$ cat config.mk
export PLATFORM = sky130hd
export DESIGN_NAME = packet_deframer_sum16_check
export DESIGN_NICKNAME = d
export VERILOG_FILES = /design/src/rtl/pdsc_pkg.sv /design/src/rtl/pdsc_frame.sv /design/src/rtl/pdsc_outq.sv /design/src/rtl/packet_deframer_sum16_check.sv
export SDC_FILE = /design/constraint.sdc
export NUM_CORES = 1
export LEC_CHECK = 0
export BUFFER_PORTS_ARGS = -buffer_cell sky130_fd_sc_hd__buf_2
export CORE_UTILIZATION = 62
export DETAILED_ROUTE_END_ITERATION = 6
export HOLD_SLACK_MARGIN = 0.1
export PLACE_DENSITY = 0.88
export SKIP_LAST_GASP = 1
export SYNTH_ARGS = -nofsm -noshare
export SYNTH_HDL_FRONTEND = slang
export SYNTH_SLANG_ARGS = --single-unit
$ cat constraint.sdc
create_clock -name clk -period 22.2 [get_ports clk]
set_input_delay 1.11 -clock clk [delete_from_list [all_inputs] [get_ports clk]]
set_output_delay 1.11 -clock clk [all_outputs]
set_load 0.03 [all_outputs]
$ cat src/rtl/pdsc_pkg.sv
// Shared types and constants for the datagram deframer and checksum checker.
package pdsc_pkg;

  localparam int HdrBytes         = 12;
  localparam int FrameOverhead    = 14;
  localparam int MaxDatagramDflt  = 65535;
  localparam int QueueDepth       = 4;
  localparam logic [15:0] MinSizeReset = 16'd14;

  localparam logic [1:0] STATUS_OK       = 2'd0;
  localparam logic [1:0] STATUS_SHORT    = 2'd1;
  localparam logic [1:0] STATUS_MISMATCH = 2'd2;
  localparam logic [1:0] STATUS_CSUM_BAD = 2'd3;

  localparam logic KIND_PAYLOAD = 1'b0;
  localparam logic KIND_VERDICT = 1'b1;

  typedef struct packed {
    logic        kind;
    logic [7:0]  payload_byte;
    logic [7:0]  version;
    logic [7:0]  message_type;
    logic [15:0] message_id;
    logic [31:0] token;
    logic [31:0] payload_length;
    logic [15:0] received_checksum;
    logic [15:0] computed_sum;
    logic [1:0]  status;
    logic        run_last;
  } result_t;

  typedef struct packed {
    logic [1:0] n;
    result_t    first;
    result_t    second;
  } push_t;

endpackage

$ cat src/rtl/pdsc_frame.sv
// Per-byte datagram state: header capture, byte sum, checksum capture and verdict.
module pdsc_frame #(
  parameter int MAX_DATAGRAM_BYTES = pdsc_pkg::MaxDatagramDflt
) (
  input  logic            clk,
  input  logic            rst,
  input  logic            cfg_write,
  input  logic [15:0]     cfg_data,
  input  logic            fire,
  input  logic [7:0]      data_byte,
  input  logic            end_of_datagram,
  output pdsc_pkg::push_t push
);
  import pdsc_pkg::*;

  localparam logic [15:0] CountLimit =
    (MAX_DATAGRAM_BYTES < 65535) ? 16'(MAX_DATAGRAM_BYTES) : 16'hFFFF;

  logic [15:0] min_packet_size;
  logic [15:0] byte_count;
  logic        count_overflow;
  logic [7:0]  header_store [HdrBytes];
  logic [15:0] running_sum;
  logic [15:0] checksum_store;

  logic [15:0] byte_count_next;
  logic        count_overflow_next;
  logic [7:0]  header_store_next [HdrBytes];
  logic [15:0] running_sum_next;
  logic [15:0] checksum_store_next;

  logic [32:0] plen_cur;
  logic [32:0] payload_end;
  logic [32:0] p_ext;
  logic [31:0] plen_new;
  logic [32:0] frame_total;
  logic        is_payload;
  logic [1:0]  status;
  result_t     payload_res;
  result_t     verdict_res;

  always_comb begin
    byte_count_next     = byte_count;
    count_overflow_next = count_overflow;
    header_store_next   = header_store;
    running_sum_next    = running_sum;
    checksum_store_next = checksum_store;
    is_payload          = 1'b0;
    plen_cur    = {1'b0, header_store[8], header_store[9], header_store[10], header_store[11]};
    payload_end = plen_cur + 33'(HdrBytes);
    p_ext       = {17'd0, byte_count};
    if (byte_count >= CountLimit) begin
      count_overflow_next = 1'b1;
    end else begin
      byte_count_next = byte_count + 16'd1;
      if (byte_count < 16'(HdrBytes)) begin
        header_store_next[byte_count[3:0]] = data_byte;
        running_sum_next = running_sum + {8'd0, data_byte};
      end else if (p_ext < payload_end) begin
        running_sum_next = running_sum + {8'd0, data_byte};
        is_payload = 1'b1;
      end else if (p_ext == payload_end) begin
        checksum_store_next = {data_byte, checksum_store[7:0]};
      end else if (p_ext == payload_end + 33'd1) begin
        checksum_store_next = {checksum_store[15:8], data_byte};
      end
    end
  end

  always_comb begin
    plen_new = {header_store_next[8], header_store_next[9],
                header_store_next[10], header_store_next[11]};
    frame_total = {1'b0, plen_new} + 33'(FrameOverhead);
    if (count_overflow_next) begin
      status = STATUS_MISMATCH;
    end else if (byte_count_next < min_packet_size) begin
      status = STATUS_SHORT;
    end else if ({17'd0, byte_count_next} != frame_total) begin
      status = STATUS_MISMATCH;
    end else if (running_sum_next != checksum_store_next) begin
      status = STATUS_CSUM_BAD;
    end else begin
      status = STATUS_OK;
    end
  end

  always_comb begin
    payload_res              = '0;
    payload_res.kind         = KIND_PAYLOAD;
    payload_res.payload_byte = data_byte;
    payload_res.run_last     = !end_of_datagram;

    verdict_res                   = '0;
    verdict_res.kind              = KIND_VERDICT;
    verdict_res.version           = header_store_next[0];
    verdict_res.message_type      = header_store_next[1];
    verdict_res.message_id        = {header_store_next[2], header_store_next[3]};
    verdict_res.token             = {header_store_next[4], header_store_next[5],
                                     header_store_next[6], header_store_next[7]};
    verdict_res.payload_length    = plen_new;
    verdict_res.received_checksum = checksum_store_next;
    verdict_res.computed_sum      = running_sum_next;
    verdict_res.status            = status;
    verdict_res.run_last          = 1'b1;

    push.second = verdict_res;
    if (!fire) begin
      push.n     = 2'd0;
      push.first = payload_res;
    end else if (is_payload) begin
      push.n     = end_of_datagram ? 2'd2 : 2'd1;
      push.first = payload_res;
    end else begin
      push.n     = end_of_datagram ? 2'd1 : 2'd0;
      push.first = verdict_res;
    end
  end

  always_ff @(posedge clk) begin
    if (rst) begin
      min_packet_size <= MinSizeReset;
    end else if (cfg_write) begin
      min_packet_size <= cfg_data;
    end
  end

  always_ff @(posedge clk) begin
    if (rst || (fire && end_of_datagram)) begin
      byte_count     <= '0;
      count_overflow <= 1'b0;
      for (int i = 0; i < HdrBytes; i++) begin
        header_store[i] <= '0;
      end
      running_sum    <= '0;
      checksum_store <= '0;
    end else if (fire) begin
      byte_count     <= byte_count_next;
      count_overflow <= count_overflow_next;
      header_store   <= header_store_next;
      running_sum    <= running_sum_next;
      checksum_store <= checksum_store_next;
    end
  end

endmodule

$ cat src/rtl/pdsc_outq.sv
// Result queue: takes up to two result beats per cycle, hands out one per cycle while out_ready is high.
module pdsc_outq (
  input  logic              clk,
  input  logic              rst,
  input  pdsc_pkg::push_t   push,
  output logic              room,
  output logic              out_valid,
  input  logic              out_ready,
  output pdsc_pkg::result_t head
);
  import pdsc_pkg::*;

  localparam int PtrW = $clog2(QueueDepth);
  localparam int CntW = $clog2(QueueDepth + 1);

  result_t         entries [QueueDepth];
  logic [PtrW-1:0] wr_ptr;
  logic [PtrW-1:0] rd_ptr;
  logic [CntW-1:0] count;
  logic            pop;

  assign out_valid = (count != '0);
  assign pop       = out_valid && out_ready;
  assign room      = (count <= CntW'(QueueDepth - 2));
  assign head      = entries[rd_ptr];

  always_ff @(posedge clk) begin
    if (push.n != 2'd0) begin
      entries[wr_ptr] <= push.first;
    end
    if (push.n == 2'd2) begin
      entries[wr_ptr + PtrW'(1)] <= push.second;
    end
  end

  always_ff @(posedge clk) begin
    if (rst) begin
      wr_ptr <= '0;
      rd_ptr <= '0;
      count  <= '0;
    end else begin
      wr_ptr <= wr_ptr + PtrW'(push.n);
      if (pop) begin
        rd_ptr <= rd_ptr + PtrW'(1);
      end
      count <= count + CntW'(push.n) - CntW'(pop);
    end
  end

endmodule

$ cat src/rtl/packet_deframer_sum16_check.sv
// Top level of the datagram deframer with 16-bit byte-sum check.
// Takes one datagram byte per beat and can accept a beat every cycle while
// the queue has room. Each beat is captured in an input register and processed
// once the queue has room for its results, which are written into a four-entry
// result queue and offered at the output. A payload byte yields one result beat;
// the final byte of a datagram adds a verdict beat, so a payload byte that ends a
// datagram yields two. The queue drains one beat per cycle while out_ready is
// high, and the input stalls only while the queue lacks room for two more beats.
// min_packet_size resets to 14 and may be rewritten through cfg_write/cfg_data
// while the block is idle.
module packet_deframer_sum16_check #(
  parameter int MAX_DATAGRAM_BYTES = pdsc_pkg::MaxDatagramDflt
) (
  input  logic        clk,
  input  logic        rst,
  input  logic        cfg_write,
  input  logic [15:0] cfg_data,
  input  logic        in_valid,
  output logic        in_ready,
  input  logic [7:0]  data_byte,
  input  logic        end_of_datagram,
  output logic        out_valid,
  input  logic        out_ready,
  output logic        kind,
  output logic [7:0]  payload_byte,
  output logic [7:0]  version,
  output logic [7:0]  message_type,
  output logic [15:0] message_id,
  output logic [31:0] token,
  output logic [31:0] payload_length,
  output logic [15:0] received_checksum,
  output logic [15:0] computed_sum,
  output logic [1:0]  status,
  output logic        run_last
);
  import pdsc_pkg::*;

  logic       in_reg_valid;
  logic [7:0] in_reg_byte;
  logic       in_reg_eod;
  logic       room;
  logic       fire;
  push_t      push;
  result_t    head;

  assign fire     = in_reg_valid && room;
  assign in_ready = !in_reg_valid || fire;

  always_ff @(posedge clk) begin
    if (rst) begin
      in_reg_valid <= 1'b0;
    end else if (in_ready) begin
      in_reg_valid <= in_valid;
    end
  end

  always_ff @(posedge clk) begin
    if (in_valid && in_ready) begin
      in_reg_byte <= data_byte;
      in_reg_eod  <= end_of_datagram;
    end
  end

  pdsc_frame #(
    .MAX_DATAGRAM_BYTES(MAX_DATAGRAM_BYTES)
  ) u_frame (
    .clk            (clk),
    .rst            (rst),
    .cfg_write      (cfg_write),
    .cfg_data       (cfg_data),
    .fire           (fire),
    .data_byte      (in_reg_byte),
    .end_of_datagram(in_reg_eod),
    .push           (push)
  );

  pdsc_outq u_outq (
    .clk      (clk),
    .rst      (rst),
    .push     (push),
    .room     (room),
    .out_valid(out_valid),
    .out_ready(out_ready),
    .head     (head)
  );

  assign kind              = head.kind;
  assign payload_byte      = head.payload_byte;
  assign version           = head.version;
  assign message_type      = head.message_type;
  assign message_id        = head.message_id;
  assign token             = head.token;
  assign payload_length    = head.payload_length;
  assign received_checksum = head.received_checksum;
  assign computed_sum      = head.computed_sum;
  assign status            = head.status;
  assign run_last          = head.run_last;

endmodule
==> impl_results.html, run 1 <==
<table>
<tr><th>Metric</th><th>Value</th></tr>
<tr><th colspan="2">Run status</th></tr>
<tr><td>Run status</td><td>complete, no violations</td></tr>
<tr><th colspan="2">Critical path</th></tr>
<tr><td>Register-to-Register Path Depth</td><td>20</td></tr>
<tr><td>Critical register-to-register path startpoint</td><td>u_frame.header_store[2]$_SDFFE_PP0P_</td></tr>
<tr><td>Endpoint of the worst register-to-register path</td><td>u_outq.entries[0][57]$_DFFE_PP_</td></tr>
<tr><td>Critical Path Sink</td><td>u_outq.entries[0][57]$_DFFE_PP_</td></tr>
<tr><td>Classification of the worst setup path</td><td>reg -&gt; reg</td></tr>
<tr><td>Crit. Startpoint</td><td>u_frame.header_store[2]$_SDFFE_PP0P_</td></tr>
<tr><td>Critical Path Sink Type</td><td>register</td></tr>
<tr><td>Worst path required time</td><td>22.44 ns</td></tr>
<tr><td>CP Max Fanout</td><td>68</td></tr>
<tr><td>Data arrival at the endpoint of the critical path</td><td>8.21 ns</td></tr>
<tr><td>Kind of launch point of the worst setup path</td><td>register</td></tr>
<tr><td>Register-to-Register Setup Slack</td><td>14.23 ns</td></tr>
<tr><th colspan="2">Logic synthesis</th></tr>
<tr><td>Most used DFF post-synth</td><td>edfxtp_1</td></tr>
<tr><td>FF+latch count, synth</td><td>740</td></tr>
<tr><td>Number of nets produced by synthesis</td><td>3146</td></tr>
<tr><td>Main area contributors after synthesis</td><td>edfxtp_1, dfxtp_1, mux4_2</td></tr>
<tr><td>Post-synthesis mux area share</td><td>0.131</td></tr>
<tr><td>Xor/xnor share of the synthesized area</td><td>0.0302</td></tr>
<tr><td>Synth async-reset ratio</td><td>0</td></tr>
<tr><td>Fraction of post-synthesis cell area in the top cell type by area</td><td>0.449</td></tr>
<tr><td>Number of warnings printed during yosys synthesis</td><td>0</td></tr>
<tr><td>Area fraction in and, or, nand and nor cells after synthesis</td><td>0.146</td></tr>
<tr><td>Complex-gate fraction of the synthesized area</td><td>0.0744</td></tr>
<tr><td>Adder and majority cell fraction of the synthesized area</td><td>0.0195</td></tr>
<tr><td>Mapped cell area</td><td>about 35000 um^2</td></tr>
<tr><td>Library cell with the highest instance count after synthesis</td><td>nor2_1</td></tr>
<tr><td>Count of flip-flops with a built-in enable after synthesis</td><td>roughly 530</td></tr>
<tr><td>Fraction of the yosys area taken by sequential cells</td><td>0.568</td></tr>
<tr><td>Ranking of synthesized cells by instance count</td><td>nor2_1, edfxtp_1, nand2_1</td></tr>
<tr><td>Top cell type by total area after synthesis</td><td>edfxtp_1</td></tr>
<tr><td>Synth Instances</td><td>3062</td></tr>
<tr><td>Synth unique cells</td><td>84</td></tr>
<tr><td>Largest family of logic cells by synthesized area</td><td>simple AND/OR/NAND/NOR gates</td></tr>
<tr><td>Mean post-synth cell area</td><td>11.6 um^2</td></tr>
<tr><th colspan="2">Routing</th></tr>
<tr><td>DRT antenna net count</td><td>0</td></tr>
<tr><td>Number of vias per cell</td><td>approximately 6.7</td></tr>
<tr><td>First-pass detailed-route iteration total</td><td>6</td></tr>
<tr><td>DRT iter0 DRCs</td><td>between 3000 and 4000</td></tr>
<tr><td>Wirelength per Cell</td><td>~25 um</td></tr>
<tr><td>Drt total wl</td><td>about 100000 um</td></tr>
<tr><td>DRC violations left</td><td>0</td></tr>
<tr><td>Via count of the routed design</td><td>between 20000 and 30000</td></tr>
<tr><th colspan="2">Cells and area</th></tr>
<tr><td>Final #Nets</td><td>3208</td></tr>
<tr><td>Synthesis-to-layout area growth</td><td>10.5%</td></tr>
<tr><td>FF+latch area</td><td>between 20000 and 25000 um^2</td></tr>
<tr><td>Final cell count without fillers</td><td>around 3900</td></tr>
<tr><td>Fillers</td><td>roughly 3700</td></tr>
<tr><td>Layout cell share with drive strength beyond 1</td><td>0.160</td></tr>
<tr><td>Area of the multi-input gates</td><td>~14000 um^2</td></tr>
<tr><td>Util after Layout</td><td>0.693</td></tr>
<tr><th colspan="2">Timing</th></tr>
<tr><td>Final hold viol count</td><td>0</td></tr>
<tr><td>Shortest period the worst path allows</td><td>around 8 ns</td></tr>
<tr><td>Timing-limited maximum frequency</td><td>126 MHz</td></tr>
<tr><td>Final setup violation count</td><td>0</td></tr>
<tr><td>Worst max-slew margin expressed relative to the limit</td><td>0.0526</td></tr>
<tr><td>Final max-slew violation count</td><td>0</td></tr>
<tr><td>Setup skew after layout</td><td>around 0.024 ns</td></tr>
<tr><td>RSZ-0062 raised after global routing</td><td>no</td></tr>
<tr><td>Worst Slack Setup Final</td><td>between 10 and 15 ns</td></tr>
<tr><td>Setup TNS</td><td>0 ns</td></tr>
<tr><td>Share of the clock period used by the worst path after layout</td><td>0.359</td></tr>
<tr><td>Worst Max-Slew Pin Slew</td><td>about 1.4 ns</td></tr>
<tr><th colspan="2">Clocking</th></tr>
<tr><td>Number of hold buffers added after CTS</td><td>0</td></tr>
<tr><td>CTS tree</td><td>done</td></tr>
<tr><td>Number of H-tree levels</td><td>3</td></tr>
<tr><td>Number of buffers added by the clock tree synthesis step</td><td>76</td></tr>
<tr><td>CTS Root Cell</td><td>clkbuf_16</td></tr>
<tr><td>Clock slew seen by the registers of the worst setup and hold paths</td><td>0.06 ns</td></tr>
<tr><td>Post-CTS setup repair buffer count</td><td>0</td></tr>
<tr><td>Gates resized, CTS repair</td><td>0</td></tr>
<tr><td>CTS Buffer Depth</td><td>3</td></tr>
<tr><td>Sink count of the clock tree</td><td>740</td></tr>
<tr><td>Insertion delay to the later sink of the worst-skew pair</td><td>approximately 0.64 ns</td></tr>
<tr><th colspan="2">Global route</th></tr>
<tr><td>Via count of the first global-routing pass</td><td>between 20000 and 30000</td></tr>
<tr><td>GRT Residual Overflow</td><td>0</td></tr>
<tr><td>Number of antenna violations at the first check in global routing</td><td>1</td></tr>
<tr><td>First-pass GRT wire length</td><td>between 100000 and 150000 um</td></tr>
<tr><td>Overall track demand over capacity in global routing</td><td>0.340</td></tr>
<tr><td>Pin count of the biggest net entering global routing</td><td>98</td></tr>
<tr><th colspan="2">Floorplan</th></tr>
<tr><td>Std-Cell Core Area</td><td>~56000 um^2</td></tr>
<tr><td>Count of standard-cell rows</td><td>between 80 and 90</td></tr>
<tr><td>Number of top-level pins</td><td>approximately 170</td></tr>
<tr><td>Die footprint</td><td>slightly below 60000 um^2</td></tr>
<tr><td>Effective utilization at floorplan</td><td>0.628</td></tr>
<tr><td>Horizontal extent of the die</td><td>around 240 um</td></tr>
<tr><td>Die H</td><td>241 um</td></tr>
<tr><th colspan="2">Power and ir drop</th></tr>
<tr><td>IR Drop Worst-Case VDD</td><td>0.0661 mV</td></tr>
<tr><td>Overall power consumption</td><td>between 3 and 4 mW</td></tr>
<tr><td>PwrDens</td><td>between 100 and 150 nW/um^2</td></tr>
<tr><td>Total leakage power</td><td>about 14 nW</td></tr>
<tr><th colspan="2">Worst hold path</th></tr>
<tr><td>Hold Crit Depth</td><td>2</td></tr>
<tr><td>Path category of the worst min-delay check</td><td>reg -&gt; reg</td></tr>
<tr><th colspan="2">Job</th></tr>
<tr><td>Number of maximum-capacitance constraint violations</td><td>0</td></tr>
<tr><th colspan="2">Placement</th></tr>
<tr><td>Worst slack at placement</td><td>roughly 14 ns</td></tr>
<tr><td>Placed instance count</td><td>3802</td></tr>
<tr><td>Input/output buffers</td><td>roughly 170</td></tr>
<tr><td>Half-perimeter wire length of the detailed placement result</td><td>approximately 60000 um</td></tr>
<tr><td>Routability congestion estimate</td><td>0.946</td></tr>
</table>
state kept, by name (all words and copies together), names as in the netlist, 2 cells and up, named ones only:
signal / cells
in_reg_byte: 8
u_frame.byte_count: 16
u_frame.checksum_store: 16
u_frame.header_store: 96
u_frame.min_packet_size: 16
u_frame.running_sum: 16
u_outq.count: 3
u_outq.entries: 560
u_outq.rd_ptr: 2
u_outq.wr_ptr: 2
where the power goes:
group / leakage, nW / switching (mW) / internal (mW)
Sequential: 6.79 / 0.0872 / 1.56
Combinational: 5.60 / 0.709 / 0.379
Clock: 1.19 / 0.544 / 0.713
Total: 13.6 / 1.34 / 2.66
logic make-up (layout without fill, tap and decap cells):
logic type / after synthesis / after routing
xor+xnor: 122 / 122
other cells: 0 / 1
buf+inv: 281 / 404
flops: 740 / 740
fa+ha+maj: 54 / 54
mux: 288 / 288
compound gates: 391 / 391
simple gates: 1186 / 1186
cell type report:
cell class                 instances  share of cell area
inverter                          56             0.00563
clock inverter                    36             0.00749
multi-input combinational       2041               0.364
timing repair buffer             209              0.0292
tap                              756              0.0242
clock buffer                     103              0.0545
antenna                            1           0.0000640
sequential                       740               0.514
stage by stage:
stage               hold WS [ns]  cell area [um^2]
finish                     0.455             39100
global route               0.463             39100
CTS                        0.454             39100
detailed placement         0.446             36700
global placement           0.438             36700
floorplan                  0.431             35400
layer usage:
metal / global-route usage / vias up / part of all wire
met2: 0.544 / 1840 / 0.48
met1: 0.441 / 12846 / 0.36
met5: 0 / - / 0.00013
li1: - / 11259 / -
met3: 0.0741 / 354 / 0.11
met4: 0.168 / 2 / 0.047
worst max-delay path, stage by stage (launching register included):
cell and delay [ns]:
dfxtp_1 0.55, inv_1 0.15, ha_1 0.35, nand3b_1 0.33, or2_2 0.44, nor3_1 0.38, xnor2_1 0.12, ha_1 0.32
nand4_1 0.16, or2_2 0.34, nor3_1 0.25, a211o_1 0.16, nand4_1 0.12, nor4b_4 0.28, buf_4 0.33, nor3_1 0.15
ha_1 0.45, o21ai_0 0.35, o211ai_1 0.45, inv_4 0.90, buf_4 0.92
how the worst min path moves through the flow:
stage,startpoint,to,slack (ns)
6_report,u_frame.header_store[91]$_SDFFE_PP0P_,u_frame.header_store[91]$_SDFFE_PP0P_,0.46
4_1_cts,u_frame.header_store[86]$_SDFFE_PP0P_,u_frame.header_store[86]$_SDFFE_PP0P_,0.45
3_5_place_dp,u_frame.header_store[90]$_SDFFE_PP0P_,u_frame.header_store[90]$_SDFFE_PP0P_,0.45
5_1_grt,u_frame.header_store[53]$_SDFFE_PP0P_,u_frame.header_store[53]$_SDFFE_PP0P_,0.46
2_1_floorplan,u_outq.entries[2][0]$_SDFFE_PP1P_,u_outq.entries[2][0]$_SDFFE_PP1P_,0.43
3_3_place_gp,u_frame.header_store[53]$_SDFFE_PP0P_,u_frame.header_store[53]$_SDFFE_PP0P_,0.44
cell usage in the layout, fill, tap and decap left out, drive strengths merged, types with 24 or more instances in the layout:
cell and count:
nor3 40, a21oi 129, nor4 24, edfxtp 529
dfxtp 211, inv 61, a211oi 61, nand3 62
mux2i 140, nor2 707, ha 52, mux4 140
clkbuf 103, nand2 219, xor2 46, a22o 35
clkinv 24, o21ai 44, buf 209, xnor2 76
nand4 25
(Power assumes the default switching activity.)
==> run 2: changes to the inputs <==
- CORE_UTILIZATION: 62 -> 56
- PLACE_DENSITY: 0.88 -> 0.85
- clock period: 22.2 -> 7.1 ns (I/O delays scaled with it)
==> impl_results.html, run 2 (synthesis results as in run 1) <==
<table>
<tr><th>Metric</th><th>Value</th></tr>
<tr><th colspan="2">Timing</th></tr>
<tr><td>RSZ-0062 raised after global routing</td><td>no</td></tr>
<tr><td>Shortest period the worst path allows</td><td>6.76 ns</td></tr>
<tr><td>Final max-slew violation count</td><td>0</td></tr>
<tr><td>Worst hold slack across all endpoints</td><td>0.150 ns</td></tr>
<tr><td>Worst max-slew margin expressed relative to the limit</td><td>0.200</td></tr>
<tr><td>Share of the clock period used by the worst path after layout</td><td>0.952</td></tr>
<tr><td>Setup skew after layout</td><td>around 0.027 ns</td></tr>
<tr><td>Setup TNS</td><td>0 ns</td></tr>
<tr><td>Final setup violation count</td><td>0</td></tr>
<tr><td>Timing-limited maximum frequency</td><td>around 150 MHz</td></tr>
<tr><td>Worst Max-Slew Pin Slew</td><td>around 1.2 ns</td></tr>
<tr><td>Final hold viol count</td><td>0</td></tr>
<tr><th colspan="2">Critical path</th></tr>
<tr><td>CP Max Fanout</td><td>79</td></tr>
<tr><td>Endpoint of the worst register-to-register path</td><td>u_outq.entries[0][23]$_DFFE_PP_</td></tr>
<tr><td>Kind of launch point of the worst setup path</td><td>register</td></tr>
<tr><td>Critical Path Sink Type</td><td>register</td></tr>
<tr><td>Worst path required time</td><td>7.41 ns</td></tr>
<tr><td>Register-to-Register Path Depth</td><td>18</td></tr>
<tr><td>Classification of the worst setup path</td><td>reg -&gt; reg</td></tr>
<tr><td>Critical register-to-register path startpoint</td><td>u_frame.header_store[2]$_SDFFE_PP0P_</td></tr>
<tr><td>Register-to-Register Setup Slack</td><td>0.34 ns</td></tr>
<tr><td>Data arrival at the endpoint of the critical path</td><td>7.07 ns</td></tr>
<tr><th colspan="2">Routing</th></tr>
<tr><td>Drt total wl</td><td>~95000 um</td></tr>
<tr><td>Via count of the routed design</td><td>approximately 26000</td></tr>
<tr><td>DRC violations left</td><td>0</td></tr>
<tr><td>Wirelength per Cell</td><td>between 20 and 25 um</td></tr>
<tr><td>Number of vias per cell</td><td>between 6 and 7</td></tr>
<tr><td>First-pass detailed-route iteration total</td><td>7</td></tr>
<tr><td>DRT iter0 DRCs</td><td>approximately 3200</td></tr>
<tr><td>DRT antenna net count</td><td>0</td></tr>
<tr><th colspan="2">Clocking</th></tr>
<tr><td>Insertion delay to the later sink of the worst-skew pair</td><td>approximately 0.64 ns</td></tr>
<tr><td>Number of H-tree levels</td><td>3</td></tr>
<tr><td>Number of buffers added by the clock tree synthesis step</td><td>between 70 and 80</td></tr>
<tr><td>CTS Root Cell</td><td>clkbuf_16</td></tr>
<tr><td>CTS Buffer Depth</td><td>3</td></tr>
<tr><td>CTS tree</td><td>done</td></tr>
<tr><td>Post-CTS setup repair buffer count</td><td>0</td></tr>
<tr><td>Clock slew seen by the registers of the worst setup and hold paths</td><td>0.06 ns</td></tr>
<tr><td>Sink count of the clock tree</td><td>between 700 and 800</td></tr>
<tr><th colspan="2">Global route</th></tr>
<tr><td>First-pass GRT wire length</td><td>roughly 150000 um</td></tr>
<tr><td>Pin count of the biggest net entering global routing</td><td>roughly 130</td></tr>
<tr><td>GRT Residual Overflow</td><td>0</td></tr>
<tr><td>Number of antenna violations at the first check in global routing</td><td>2</td></tr>
<tr><td>Via count of the first global-routing pass</td><td>25123</td></tr>
<tr><td>Overall track demand over capacity in global routing</td><td>0.298</td></tr>
<tr><th colspan="2">Cells and area</th></tr>
<tr><td>Most used cells in the layout excluding fill and tap cells</td><td>nor2_1, edfxtp_1, nand2_1</td></tr>
<tr><td>Most common cell after layout, fill and taps aside</td><td>nor2_1</td></tr>
<tr><td>Registers with the most flip-flops</td><td>u_outq.entries: 560 flops, u_frame.header_store: 96 flops</td></tr>
<tr><td>FF+latch area</td><td>between 20000 and 25000 um^2</td></tr>
<tr><td>Max FFs per register</td><td>between 500 and 600</td></tr>
<tr><td>Final design area excluding fillers</td><td>39700 um^2</td></tr>
<tr><td>Biggest register</td><td>u_outq.entries</td></tr>
<tr><td>Synthesis-to-layout area growth</td><td>12.2%</td></tr>
<tr><td>Area of the multi-input gates</td><td>~14000 um^2</td></tr>
<tr><td>Final #Nets</td><td>around 3200</td></tr>
<tr><td>Fillers</td><td>roughly 4400</td></tr>
<tr><td>Layout cell share with drive strength beyond 1</td><td>0.162</td></tr>
<tr><td>Util after Layout</td><td>0.640</td></tr>
<tr><th colspan="2">Power and ir drop</th></tr>
<tr><td>Proportion of power drawn by the clock network</td><td>0.308</td></tr>
<tr><td>Relative contribution of sequential cells to total power</td><td>0.416</td></tr>
<tr><td>PwrDens</td><td>just over 300 nW/um^2</td></tr>
<tr><td>Overall power consumption</td><td>between 10 and 15 mW</td></tr>
<tr><td>IR Drop Worst-Case VDD</td><td>0.207 mV</td></tr>
<tr><td>Sw Share</td><td>0.334</td></tr>
<tr><td>Total leakage power</td><td>around 14 nW</td></tr>
<tr><td>Relative contribution of combinational cells to total power</td><td>0.275</td></tr>
<tr><td>Power Internal</td><td>between 8 and 9 mW</td></tr>
<tr><td>Reported net switching power</td><td>4.13 mW</td></tr>
<tr><th colspan="2">Job</th></tr>
<tr><td>Number of maximum-capacitance constraint violations</td><td>0</td></tr>
<tr><th colspan="2">Floorplan</th></tr>
<tr><td>Effective utilization at floorplan</td><td>0.570</td></tr>
<tr><td>Std-Cell Core Area</td><td>around 62000 um^2</td></tr>
<tr><td>Horizontal extent of the die</td><td>about 250 um</td></tr>
<tr><td>Die H</td><td>253 um</td></tr>
<tr><td>Number of top-level pins</td><td>around 170</td></tr>
<tr><td>Count of standard-cell rows</td><td>just over 90</td></tr>
<tr><td>Die footprint</td><td>around 64000 um^2</td></tr>
<tr><th colspan="2">Worst hold path</th></tr>
<tr><td>Hold Crit Depth</td><td>2</td></tr>
<tr><td>Hold EP</td><td>u_outq.wr_ptr[1]$_SDFF_PP0_</td></tr>
<tr><td>Min-Delay Startpoint</td><td>rst</td></tr>
<tr><td>Path category of the worst min-delay check</td><td>in -&gt; reg</td></tr>
<tr><th colspan="2">Run status</th></tr>
<tr><td>Run status</td><td>complete, no violations</td></tr>
<tr><th colspan="2">Placement</th></tr>
<tr><td>Placed inst area</td><td>about 37000 um^2</td></tr>
<tr><td>Input/output buffers</td><td>approximately 170</td></tr>
<tr><td>Routability congestion estimate</td><td>between 0.9 and 1</td></tr>
<tr><td>Half-perimeter wire length of the detailed placement result</td><td>roughly 57000 um</td></tr>
</table>
run 2: cell types whose count changed in the layout (fill, tap and decap cells not counted), moves of 4 or more:
cell	change
buf_12	+13
clkbuf_8	+4
clkinv_2	-8
dlygate4sd3_1	+26
run 2: final cells by class:
type	instances	share of cell area
Clock buffer	106	0.0533
Antenna cell	1	0.0000630
Tap cell	837	0.0264
Clock inverter	30	0.00624
Sequential cell	740	0.507
Inverter	56	0.00567
Multi-Input combinational cell	2041	0.359
Timing Repair Buffer	251	0.0424
run 2: how the worst max path moves through the flow:
stage / start / to / slack [ns] / cells past startpoint
floorplan: u_frame.header_store[2]$_SDFFE_PP0P_ / u_outq.entries[0][100]$_DFFE_PP_ / 0.04 / 21
global placement: u_frame.header_store[2]$_SDFFE_PP0P_ / u_outq.entries[0][1]$_DFFE_PP_ / 0.79 / 21
detailed placement: u_frame.header_store[2]$_SDFFE_PP0P_ / u_outq.entries[1][1]$_DFFE_PP_ / 0.57 / 22
CTS: u_frame.header_store[2]$_SDFFE_PP0P_ / u_outq.entries[1][1]$_DFFE_PP_ / 0.45 / 22
global route: u_frame.header_store[2]$_SDFFE_PP0P_ / u_outq.entries[3][1]$_DFFE_PP_ / 0.01 / 20
finish: u_frame.header_store[2]$_SDFFE_PP0P_ / u_outq.entries[0][23]$_DFFE_PP_ / 0.34 / 18
run 2: what timing repair did:
| action | 4_1_cts | 5_1_grt |
|---|---|---|
| hold buffers | 26 | 0 |
| endpoints found under the setup margin | 0 | 4 |
| resized for setup | 0 | 2 |
| endpoints found under the hold margin | 26 | 0 |
run 2: layer usage:
metal	routed length (um)	GRT usage
met3	10000	0.0542
met2	44800	0.473
met4	4140	0.141
met1	36100	0.397
met5	32	0
run 2: power by group through the flow:
stage	clock network, mW	registers, mW	logic, mW
after floorplan	0	5.07	2.54
after global placement	0	5.22	3.32
after detailed placement	0	5.23	3.36
after CTS	3.82	5.15	3.39
after global routing	3.98	5.18	3.60
final	3.81	5.15	3.41
run 2: stage by stage:
| step | setup slack [ns] | std cells |
|---|---|---|
| 2_1_floorplan | 0.0437 | 3062 |
| 3_3_place_gp | 0.787 | 3899 |
| 3_5_place_dp | 0.573 | 3899 |
| 4_1_cts | 0.446 | 4061 |
| 5_1_grt | 0.0122 | 4061 |
| 6_report | 0.341 | 4062 |
run 2: worst max-delay path, stage by stage (launching register included):
cell and delay, ns:
dfxtp_1 0.56, inv_1 0.17, ha_1 0.34, nand3b_1 0.34, or2_2 0.45, nor3_2 0.22, xnor2_1 0.11, ha_1 0.32
nand4_1 0.13, or2_2 0.32, nor3_1 0.28, a211o_1 0.23, nand4_1 0.14, nor4b_4 0.47, nor3_1 0.22, ha_1 0.44
o211ai_1 0.85, clkinvlp_4 0.42, buf_12 0.32
